**src/rtl/pad_pkg.sv**
```systemverilog
// shared types, widths and the multiply step table of the polyline angle downsampler
`default_nettype none

package pad_pkg;

    localparam int COORD_BITS = 32;
    localparam int DIFF_W     = COORD_BITS + 1;
    localparam int CHUNK_W    = DIFF_W;
    localparam int SQ_W       = 2 * CHUNK_W;
    localparam int DOT_W      = SQ_W + 2;
    localparam int P_W        = 2 * SQ_W;
    localparam int TH_W       = 16;
    localparam int TH2_W      = 2 * TH_W - 1;
    localparam int TH_SHIFT   = 2 * (TH_W - 1);
    localparam int MUL_W      = (CHUNK_W > TH2_W) ? CHUNK_W : TH2_W;
    localparam int PROD_W     = 2 * MUL_W;
    localparam int ACC_W      = P_W + TH_SHIFT;
    localparam int N_STEPS    = 22;
    localparam int STEP_W     = $clog2(N_STEPS);
    localparam int SHIFT_W    = 2;
    localparam int N_OPND     = 18;

    localparam logic signed [TH_W-1:0] COS_TH_RESET = 16'sd32756;

    typedef struct packed {
        logic signed [COORD_BITS-1:0] pos_x;
        logic signed [COORD_BITS-1:0] pos_y;
        logic signed [COORD_BITS-1:0] pos_z;
        logic                         path_end;
    } pad_in_t;

    typedef struct packed {
        logic signed [COORD_BITS-1:0] kept_x;
        logic signed [COORD_BITS-1:0] kept_y;
        logic signed [COORD_BITS-1:0] kept_z;
        logic                         run_last;
    } pad_out_t;

    typedef enum logic [2:0] {
        S_IDLE,
        S_ROUTE,
        S_MUL,
        S_DRAIN,
        S_DECIDE,
        S_EMIT_HELD,
        S_EMIT_CUR
    } pad_state_t;

    typedef enum logic [1:0] {
        SEEN_NONE,
        SEEN_ONE,
        SEEN_MANY
    } pad_seen_t;

    typedef enum logic [4:0] {
        OPD_TH,
        OPD_D1X,
        OPD_D1Y,
        OPD_D1Z,
        OPD_D2X,
        OPD_D2Y,
        OPD_D2Z,
        OPD_L1LO,
        OPD_L1HI,
        OPD_L2LO,
        OPD_L2HI,
        OPD_DOTLO,
        OPD_DOTHI,
        OPD_P0,
        OPD_P1,
        OPD_P2,
        OPD_P3,
        OPD_TH2
    } pad_opnd_t;

    typedef enum logic [2:0] {
        DST_TH2,
        DST_L1,
        DST_L2,
        DST_DOT,
        DST_P,
        DST_LHS,
        DST_RHS
    } pad_dst_t;

    typedef enum logic {
        OUT_HELD,
        OUT_CUR
    } pad_sel_t;

    typedef struct packed {
        pad_opnd_t          a;
        pad_opnd_t          b;
        pad_dst_t           dst;
        logic [SHIFT_W-1:0] shift;
    } pad_mop_t;

    typedef struct packed {
        logic              in_load;
        logic              diff_load;
        logic              mul_go;
        logic [STEP_W-1:0] mul_step;
        logic              hist_shift;
        logic              out_load;
        pad_sel_t          out_sel;
        logic              out_last;
    } pad_cmd_t;

    typedef struct packed {
        logic keep;
        logic cur_end;
        logic out_busy;
    } pad_stat_t;

    // one shared multiply per step; shift counts in chunks of CHUNK_W bits
    function automatic pad_mop_t pad_step_op(input logic [STEP_W-1:0] step);
        pad_mop_t op;
        op.a     = OPD_TH;
        op.b     = OPD_TH;
        op.dst   = DST_TH2;
        op.shift = '0;
        case (int'(step))
            1: begin op.a = OPD_D1X; op.b = OPD_D1X; op.dst = DST_L1; end
            2: begin op.a = OPD_D1Y; op.b = OPD_D1Y; op.dst = DST_L1; end
            3: begin op.a = OPD_D1Z; op.b = OPD_D1Z; op.dst = DST_L1; end
            4: begin op.a = OPD_D2X; op.b = OPD_D2X; op.dst = DST_L2; end
            5: begin op.a = OPD_D2Y; op.b = OPD_D2Y; op.dst = DST_L2; end
            6: begin op.a = OPD_D2Z; op.b = OPD_D2Z; op.dst = DST_L2; end
            7: begin op.a = OPD_D1X; op.b = OPD_D2X; op.dst = DST_DOT; end
            8: begin op.a = OPD_D1Y; op.b = OPD_D2Y; op.dst = DST_DOT; end
            9: begin op.a = OPD_D1Z; op.b = OPD_D2Z; op.dst = DST_DOT; end
            10: begin op.a = OPD_L1LO; op.b = OPD_L2LO; op.dst = DST_P; op.shift = 2'd0; end
            11: begin op.a = OPD_L1LO; op.b = OPD_L2HI; op.dst = DST_P; op.shift = 2'd1; end
            12: begin op.a = OPD_L1HI; op.b = OPD_L2LO; op.dst = DST_P; op.shift = 2'd1; end
            13: begin op.a = OPD_L1HI; op.b = OPD_L2HI; op.dst = DST_P; op.shift = 2'd2; end
            14: begin op.a = OPD_DOTLO; op.b = OPD_DOTLO; op.dst = DST_LHS; op.shift = 2'd0; end
            15: begin op.a = OPD_DOTLO; op.b = OPD_DOTHI; op.dst = DST_LHS; op.shift = 2'd1; end
            16: begin op.a = OPD_DOTHI; op.b = OPD_DOTLO; op.dst = DST_LHS; op.shift = 2'd1; end
            17: begin op.a = OPD_DOTHI; op.b = OPD_DOTHI; op.dst = DST_LHS; op.shift = 2'd2; end
            18: begin op.a = OPD_TH2; op.b = OPD_P0; op.dst = DST_RHS; op.shift = 2'd0; end
            19: begin op.a = OPD_TH2; op.b = OPD_P1; op.dst = DST_RHS; op.shift = 2'd1; end
            20: begin op.a = OPD_TH2; op.b = OPD_P2; op.dst = DST_RHS; op.shift = 2'd2; end
            21: begin op.a = OPD_TH2; op.b = OPD_P3; op.dst = DST_RHS; op.shift = 2'd3; end
            default: begin
                op.a   = OPD_TH;
                op.b   = OPD_TH;
                op.dst = DST_TH2;
            end
        endcase
        return op;
    endfunction

endpackage

`default_nettype wire

```
**src/rtl/pad_ctrl.sv**
```systemverilog
// controller state machine: path position tracking and multiply sequencing
`default_nettype none

module pad_ctrl
    import pad_pkg::*;
(
    input  wire logic      aclk,
    input  wire logic      aresetn,
    input  wire logic      s_valid,
    output logic           s_ready,
    input  wire pad_stat_t stat,
    output pad_cmd_t       cmd
);

    pad_state_t        state_reg, state_next;
    pad_seen_t         seen_reg, seen_next;
    logic [STEP_W-1:0] step_reg, step_next;

    always_ff @(posedge aclk) begin
        if (!aresetn) begin
            state_reg <= S_IDLE;
            seen_reg  <= SEEN_NONE;
            step_reg  <= '0;
        end else begin
            state_reg <= state_next;
            seen_reg  <= seen_next;
            step_reg  <= step_next;
        end
    end

    always_comb begin
        state_next = state_reg;
        seen_next  = seen_reg;
        step_next  = step_reg;
        case (state_reg)
            S_IDLE: begin
                if (s_valid) state_next = S_ROUTE;
            end
            S_ROUTE: begin
                case (seen_reg)
                    SEEN_NONE: state_next = S_EMIT_CUR;
                    SEEN_ONE: begin
                        if (stat.cur_end) begin
                            state_next = S_EMIT_CUR;
                        end else begin
                            seen_next  = SEEN_MANY;
                            state_next = S_IDLE;
                        end
                    end
                    default: state_next = S_MUL;
                endcase
            end
            S_MUL: begin
                if (step_reg == STEP_W'(N_STEPS - 1)) begin
                    step_next  = '0;
                    state_next = S_DRAIN;
                end else begin
                    step_next = step_reg + 1'b1;
                end
            end
            S_DRAIN: state_next = S_DECIDE;
            S_DECIDE: begin
                if (stat.keep)         state_next = S_EMIT_HELD;
                else if (stat.cur_end) state_next = S_EMIT_CUR;
                else                   state_next = S_IDLE;
            end
            S_EMIT_HELD: begin
                if (!stat.out_busy) state_next = stat.cur_end ? S_EMIT_CUR : S_IDLE;
            end
            S_EMIT_CUR: begin
                if (!stat.out_busy) begin
                    seen_next  = stat.cur_end ? SEEN_NONE : SEEN_ONE;
                    state_next = S_IDLE;
                end
            end
            default: state_next = S_IDLE;
        endcase
    end

    always_comb begin
        cmd     = '0;
        s_ready = 1'b0;
        case (state_reg)
            S_IDLE: begin
                s_ready     = 1'b1;
                cmd.in_load = s_valid;
            end
            S_ROUTE: begin
                if (seen_reg == SEEN_ONE && !stat.cur_end) cmd.hist_shift = 1'b1;
                if (seen_reg == SEEN_MANY)                 cmd.diff_load  = 1'b1;
            end
            S_MUL: begin
                cmd.mul_go   = 1'b1;
                cmd.mul_step = step_reg;
            end
            S_DECIDE: begin
                // dropped middle point, path goes on
                if (!stat.keep && !stat.cur_end) cmd.hist_shift = 1'b1;
            end
            S_EMIT_HELD: begin
                if (!stat.out_busy) begin
                    cmd.out_load   = 1'b1;
                    cmd.out_sel    = OUT_HELD;
                    cmd.out_last   = 1'b0;
                    cmd.hist_shift = !stat.cur_end;
                end
            end
            S_EMIT_CUR: begin
                if (!stat.out_busy) begin
                    cmd.out_load   = 1'b1;
                    cmd.out_sel    = OUT_CUR;
                    cmd.out_last   = stat.cur_end;
                    cmd.hist_shift = !stat.cur_end;
                end
            end
            default: begin
                cmd     = '0;
                s_ready = 1'b0;
            end
        endcase
    end

    a_step_only_in_mul: assert property (@(posedge aclk) disable iff (!aresetn)
        (state_reg != S_MUL) |-> (step_reg == '0))
        else $error("step counter left non-zero outside the multiply sequence");

    a_load_not_busy: assert property (@(posedge aclk) disable iff (!aresetn)
        cmd.out_load |-> !stat.out_busy)
        else $error("output register loaded while its transfer is still pending");

    a_decide_after_drain: assert property (@(posedge aclk) disable iff (!aresetn)
        (state_reg == S_DECIDE) |-> ($past(state_reg) == S_DRAIN))
        else $error("decision taken before the product pipeline drained");

    a_held_never_last: assert property (@(posedge aclk) disable iff (!aresetn)
        (cmd.out_load && cmd.out_sel == OUT_HELD) |-> !cmd.out_last)
        else $error("middle point emitted with the last flag");

endmodule

`default_nettype wire

```
**config.mk**
```make
export PLATFORM = sky130hd
export DESIGN_NAME = pad_ctrl
export DESIGN_NICKNAME = d
export VERILOG_FILES = /design/src/rtl/pad_pkg.sv /design/src/rtl/pad_ctrl.sv
export SDC_FILE = /design/constraint.sdc
export NUM_CORES = 1
export LEC_CHECK = 0
export BUFFER_PORTS_ARGS = -buffer_cell sky130_fd_sc_hd__buf_2
export CORE_UTILIZATION = 39
export CTS_CLUSTER_DIAMETER = 150
export DETAILED_ROUTE_END_ITERATION = 12
export GPL_ROUTABILITY_DRIVEN = 0
export GPL_TIMING_DRIVEN = 0
export SLEW_MARGIN = 30
export SYNTH_ARGS = -nofsm -noshare
export SYNTH_HDL_FRONTEND = slang
export SYNTH_SLANG_ARGS = --single-unit
```
**constraint.sdc**
```tcl
create_clock -name aclk -period 2.65 [get_ports aclk]
set_input_delay 0.265 -clock aclk [delete_from_list [all_inputs] [get_ports aclk]]
set_output_delay 0.265 -clock aclk [all_outputs]
set_load 0.005 [all_outputs]
```
==> run_results.csv, run 1 <==
group,metric,value,unit
detailed_routing,viasPerCell,5.20,
finish,fin_util,51.1,%
clock_network,clkLatencyLatePin,0.27,ns
synth,yosysSeqAreaShare,26.9,%
timing,fin_skew,0.00353,ns
detailed_routing,vias,743,
detailed_routing,antenna_left,0,
power_and_ir_drop,seqPwrFrac,27.3,%
finish,mostFrequentLayoutCells,"buf_2 (20), nor2_1 (10), dfxtp_1 (10)",
timing,setup_viol,0,
clock_network,numCtsBuffers,3,
floorplanning,initial_utilization,42.1,%
power_and_ir_drop,p_sw_share,40.6,%
power_and_ir_drop,p_int,451,uW
flow_run,cap_violations,0,
floorplanning,die_h,45.7,um
critical_path,slowest_delay,0.39,ns
clock_network,post_cts_resized,0,
floorplanning,die_area,2080,sq um
critical_path,arrival,1.51,ns
timing,post-route-period-util,67.1,%
timing,worst_pin_slew,0.430,ns
placement,dp_hpwl,1210,um
synth,synth_ff_type,"dfxtp_1",
global_route,antenna_found_initial,0,
synth,synth_cell_types,41,
outcome,status,"complete, no violations",
detailed_routing,drc,0,
power_and_ir_drop,power,760,uW
placement,preCtsSetupSlack,1.18,ns
floorplanning,num_rows,15,
critical_path,crit_path_end_kind,"primary output",
synth,synth_nets,104,
detailed_routing,drtIter0Drc,4,
finish,final_net_count,127,
finish,insertedDiodeCount,0,
critical_path,worstPathRequired,2.38,ns
power_and_ir_drop,peakVddDrop,475,uV
synth,yosysWarnings,0,
power_and_ir_drop,power.density,843,nW/um^2
timing,worst_hold_slack,0.264,ns
global_route,grt_pass1_wl,2730,um
placement,placed_area,865,sq um
global_route,grtUsageTotal,18.0,%
timing,finalHoldViolations,0,
clock_network,htreeDepth,1,
synth,synth_edf_count,0,
power_and_ir_drop,p_leak,0.393,nW
power_and_ir_drop,comb_power_share,54.2,%
critical_path,crit_slowest_cell,"dfxtp_1",
clock_network,cts_tree,"built",
clock_network,post_cts_buffers,0,
global_route,grt_pass1_vias,636,
placement,dp_cells,139,
power_and_ir_drop,switching_power,308,uW
timing,rsz0062_at_grt,"no",
timing,worst_slack,0.873,ns
clock_network,root_buffer,"clkbuf_4",
finish,fillers,182,
synth,syn_area,743,sq um
detailed_routing,first_pass_iters,4,
detailed_routing,drt-total-wl,1650,um
finish,largest_reg_flops,5,
synth,ys_ff_latch,10,
finish,stdcell_area,901,sq um
floorplanning,ios,19,
finish,drive_gt1_share,28.0,%
critical_path,worstPathCellList,"buf_4 > nor2b_1 > a32oi_1 > o21ai_0 > and2_1 > buf_2",
timing,drv_slew,0,
clock_network,clock_sinks,10,
critical_path,start_kind,"flip-flop",
clock_network,holdBufCountCts,0,
floorplanning,die_w,45.7,um
finish,layout.cells.non_filler,143,
clock_network,clkTransAtPathRegs,0.07,ns
critical_path,crit_fanout,10,
synth,synthesis.instances,96,
timing,post-route-min-period,1.78,ns
timing,setup_tns,0,ns
timing,slew_headroom,71.3,%
synth,synthArstFlopShare,0,%
synth,syn_avg_cell_area,7.74,sq um
floorplanning,core-area,1760,sq um
placement,io_buffers,18,
hold_path,hold_path_class,"in2reg",
critical_path,critPathKind,"reg2out",
global_route,grt_max_degree,11,
clock_network,cts.path.max_buffers,2,
finish,synthToLayoutAreaGrowth,21.2,%
timing,fmax,563,MHz
finish,final_common_cell,"buf_2",
detailed_routing,wl_per_cell,11.6,um
global_route,overflow,0,
power_and_ir_drop,p_clk_share,18.4,%
==> worst paths after layout <==
kind / slack (ns) / cells after the start / startpoint / endpoint
hold / removal: 0.26 / 2 / aresetn / step_reg[2]
setup / recovery: 0.87 / 6 / state_reg[0] / cmd[3]
hold reg to reg: 0.51 / 2 / step_reg[3] / step_reg[4]
setup reg to reg: 1.19 / 5 / step_reg[0] / state_reg[1]
==> metal layers <==
| layer | track usage (%) | up-vias | wire length, um | share of wire, % |
|---|---|---|---|---|
| met3 | 5.95 | 0 | 66 | 4.0 |
| met1 | 26.4 | 344 | 894 | 54 |
| met4 | 4.24 | 0 | 0 | 0 |
| met5 | 0 | - | 0 | 0 |
| met2 | 24.9 | 16 | 691 | 42 |
| li1 | - | 383 | - | - |
==> synthesized netlist by cell type (all sizes together), types with 2 or more instances <==
cell type / count / area (sq um)
and2b: 2 / 16.3
inv: 7 / 26.3
nand2b: 4 / 25.0
nor2: 10 / 37.5
nand3b: 2 / 15.0
ha: 2 / 25.0
and2: 6 / 37.5
nand2: 6 / 22.5
dfxtp: 10 / 200
mux2i: 2 / 20.0
nor3: 3 / 15.0
a21oi: 6 / 30.0
buf: 4 / 28.8
mux2: 2 / 22.5
o21ai: 6 / 30.0
nand3: 3 / 15.0
==> cell type report <==
class	count	area, sq um	area share [%]
plain buffers	5	32.5	3.61
clock buffers	4	36.3	4.03
inverters	7	26.3	2.92
multi-input cells	74	484	53.7
flip-flops and latches	10	200	22.2
well taps	25	31.3	3.47
repair buffers	18	90.1	10.0
==> power groups by stage <==
stage	sequential, mW	combinational (mW)	clock [mW]
3_5_place_dp	0.210	0.407	0
2_1_floorplan	0.203	0.313	0
6_report	0.207	0.412	0.140
3_3_place_gp	0.209	0.405	0
5_1_grt	0.211	0.459	0.150
4_1_cts	0.206	0.410	0.147
==> cells by family after synthesis <==
logic type,synth area share (%)
compound gates,23.2
fa+ha+maj,3.37
buf+inv,7.91
flops,26.9
mux,5.72
simple gates,32.8
==> critical path: cells and delay by family (launching register included) <==
family	cells	cell delay, ns
flops	1	0.39
simple gates	2	0.31
buf+inv	2	0.29
compound gates	2	0.25
(Power assumes the default switching activity.)
==> run 2, diff against run 1 <==
--- a/config.mk
+++ b/config.mk
@@ -5,6 +5,7 @@
 export SDC_FILE = /design/constraint.sdc
 export NUM_CORES = 1
 export LEC_CHECK = 0
+export ABC_AREA = 1
 export BUFFER_PORTS_ARGS = -buffer_cell sky130_fd_sc_hd__buf_2
 export CORE_UTILIZATION = 39
 export CTS_CLUSTER_DIAMETER = 150
==> constraint.sdc (replaced) <==
create_clock -name aclk -period 1.7 [get_ports aclk]
set_input_delay 0.17 -clock aclk [delete_from_list [all_inputs] [get_ports aclk]]
set_output_delay 0.17 -clock aclk [all_outputs]
set_load 0.005 [all_outputs]
==> run_results.csv, run 2 <==
group,metric,value,unit
floorplanning,die_w,47.7,um
placement,placed_area,938,sq um
synth,ys_ff_latch,10,
critical_path,worstPathCellList,"buf_6 > nor2_4 > nand2_4 > nor3_4 > o21ai_1 > a21oi_1 > buf_2",
global_route,grt_pass1_vias,635,
synth,synth_top_family_by_area,"simple AND/OR/NAND/NOR gates",
critical_path,reg2reg_to,"seen_reg[0]",
global_route,antenna_found_initial,0,
critical_path,cp.depth,7,
power_and_ir_drop,power,1.31,mW
timing,worst_slack,0.114,ns
synth,synth-compound-area-share,12.6,%
flow_run,cap_violations,0,
hold_path,hold_depth,3,
clock_network,clkLatencyLatePin,0.26,ns
critical_path,cp_top_family,"simple AND/OR/NAND/NOR gates",
synth,yosysWarnings,0,
outcome,status,"finished, violations left",
critical_path,crit_slowest_cell,"dfxtp_1",
detailed_routing,vias,836,
critical_path,r2r_cells,9,
clock_network,cts_tree,"built",
synth,yosysSeqAreaShare,24.6,%
synth,yosys.area_share.simple,43.8,%
critical_path,slowest_delay,0.31,ns
hold_path,min_from,"aresetn",
placement,dp_hpwl,1370,um
timing,worst_pin_slew,0.234,ns
synth,synth_ff_type,"dfxtp_1",
floorplanning,ios,19,
floorplanning,die_h,47.7,um
hold_path,min_to,"seen_reg[1]",
power_and_ir_drop,p_leak,0.494,nW
synth,synth_nets,130,
finish,layout.cells.non_filler,175,
synth,synthMuxAreaShare,0,%
synth,synthArstFlopShare,0,%
timing,finalHoldViolations,0,
clock_network,htreeDepth,1,
timing,setup_viol,0,
power_and_ir_drop,seqPwrFrac,22.6,%
power_and_ir_drop,p_clk_share,11.8,%
floorplanning,core-area,1960,sq um
critical_path,timing.reg2reg.setup_slack,0.37,ns
global_route,grt_max_degree,11,
timing,slew_headroom,84.4,%
finish,final_common_cell,"nand2_1",
floorplanning,initial_utilization,41.5,%
power_and_ir_drop,comb_power_share,65.6,%
timing,setup_tns,0,ns
synth,synth_cell_types,27,
finish,fin_util,51.5,%
clock_network,clock_sinks,10,
critical_path,crit_path_end_kind,"primary output",
hold_path,hold_path_class,"in2reg",
timing,post-route-period-util,93.3,%
synth,yosysMostFrequentCell,"nand2_1",
detailed_routing,first_pass_iters,8,
placement,preCtsSetupSlack,0.374,ns
critical_path,arrival,1.42,ns
detailed_routing,wl_per_cell,10.1,um
floorplanning,num_rows,16,
timing,fmax,630,MHz
finish,largest_reg_flops,5,
clock_network,numCtsBuffers,3,
finish,insertedDiodeCount,0,
floorplanning,die_area,2280,sq um
synth,syn_avg_cell_area,6.68,sq um
power_and_ir_drop,switching_power,600,uW
finish,synthToLayoutAreaGrowth,24.0,%
global_route,grtUsageTotal,17.0,%
global_route,grt_pass1_wl,2660,um
placement,dp_cells,167,
critical_path,worstReg2RegStart,"state_reg[1]",
critical_path,crit_buf_inv,2,
placement,io_buffers,18,
critical_path,worstPathRequired,1.53,ns
clock_network,root_buffer,"clkbuf_4",
detailed_routing,viasPerCell,4.78,
power_and_ir_drop,power.density,1300,nW/um^2
synth,synth_top_area_cell,"dfxtp_1",
clock_network,cts.path.max_buffers,2,
critical_path,crit_fanout,9,
synth,synthesis.instances,122,
synth,synthTopCellsByCount,"nand2_1 (20), inv_1 (18), nor2_1 (15)",
detailed_routing,drt-total-wl,1760,um
power_and_ir_drop,peakVddDrop,697,uV
synth,synthXorXnorAreaFrac,1.08,%
global_route,overflow,0,
finish,stdcell_area,1010,sq um
timing,drv_slew,0,
clock_network,clkTransAtPathRegs,0.06,ns
synth,syn_area,815,sq um
timing,post-route-min-period,1.59,ns
synth,synth_area_leaders,"dfxtp_1 (25%), nand2_1 (9.2%), inv_1 (8.3%), nand3_1 (8.0%), nor2_1 (6.9%)",
finish,mostFrequentLayoutCells,"nand2_1 (20), inv_1 (18), buf_2 (18)",
detailed_routing,drtIter0Drc,13,
power_and_ir_drop,p_int,715,uW
critical_path,critPathKind,"reg2out",
timing,fin_skew,0.00210,ns
detailed_routing,drc,1,
synth,yosysTopAreaCellShare,24.6,%
detailed_routing,antenna_left,0,
synth,synth_fa_ha_area_share,3.07,%
outcome,violations,"design-rule violations",
finish,final_net_count,158,
power_and_ir_drop,p_sw_share,45.6,%
critical_path,start_kind,"flip-flop",
timing,worst_hold_slack,0.166,ns
synth,synth_edf_count,0,
finish,drive_gt1_share,31.8,%
run 2: cells by family after synthesis:
| kind of cell | count (synthesis) |
|---|---|
| xor+xnor | 1 |
| flops | 10 |
| buf+inv | 25 |
| compound gates | 18 |
| fa+ha+maj | 2 |
| simple gates | 66 |
run 2: cell type report:
cell class,instances,area [sq um]
Buffer,3,33.8
Clock buffer,3,22.5
Multi-Input combinational cell,87,504
Timing Repair Buffer,23,128
Sequential cell,10,200
Tap cell,27,33.8
Inverter,22,87.6
Fill cell,224,952
run 2: worst max-delay path by stage:
stage | start | to | slack [ns]
floorplan | step_reg[1] | state_reg[1] | 0.56
global placement | state_reg[2] | cmd[3] | 0.41
detailed placement | state_reg[2] | cmd[3] | 0.37
CTS | state_reg[2] | cmd[3] | 0.08
global route | state_reg[1] | cmd[3] | -0.006
finish | state_reg[1] | cmd[3] | 0.11
run 2: worst min-delay path: stages:
cell	delay (ns)
buf_2	0.11
nand2_1	0.06
a21oi_1	0.03
run 2: layer usage:
| layer | GRT usage, % | part of all wire (%) | vias up |
|---|---|---|---|
| li1 | - | - | 452 |
| met1 | 23.8 | 50 | 370 |
| met2 | 23.8 | 46 | 14 |
| met3 | 6.79 | 3.6 | 0 |
| met4 | 5.00 | 0 | 0 |
| met5 | 0 | 0 | - |
run 2: power groups by stage:
stage | Combinational, mW | Clock, mW | Sequential (mW)
global route | 0.958 | 0.182 | 0.304
floorplan | 0.609 | 0 | 0.299
finish | 0.862 | 0.155 | 0.298
global placement | 0.751 | 0 | 0.302
detailed placement | 0.762 | 0 | 0.304
CTS | 0.766 | 0.165 | 0.298
run 2: what timing repair did:
action	CTS	global route
endpoints found under the hold margin	0	0
hold buffers	0	0
gates resized for setup	0	3
setup endpoints to repair	0	1
setup buffers	0	5
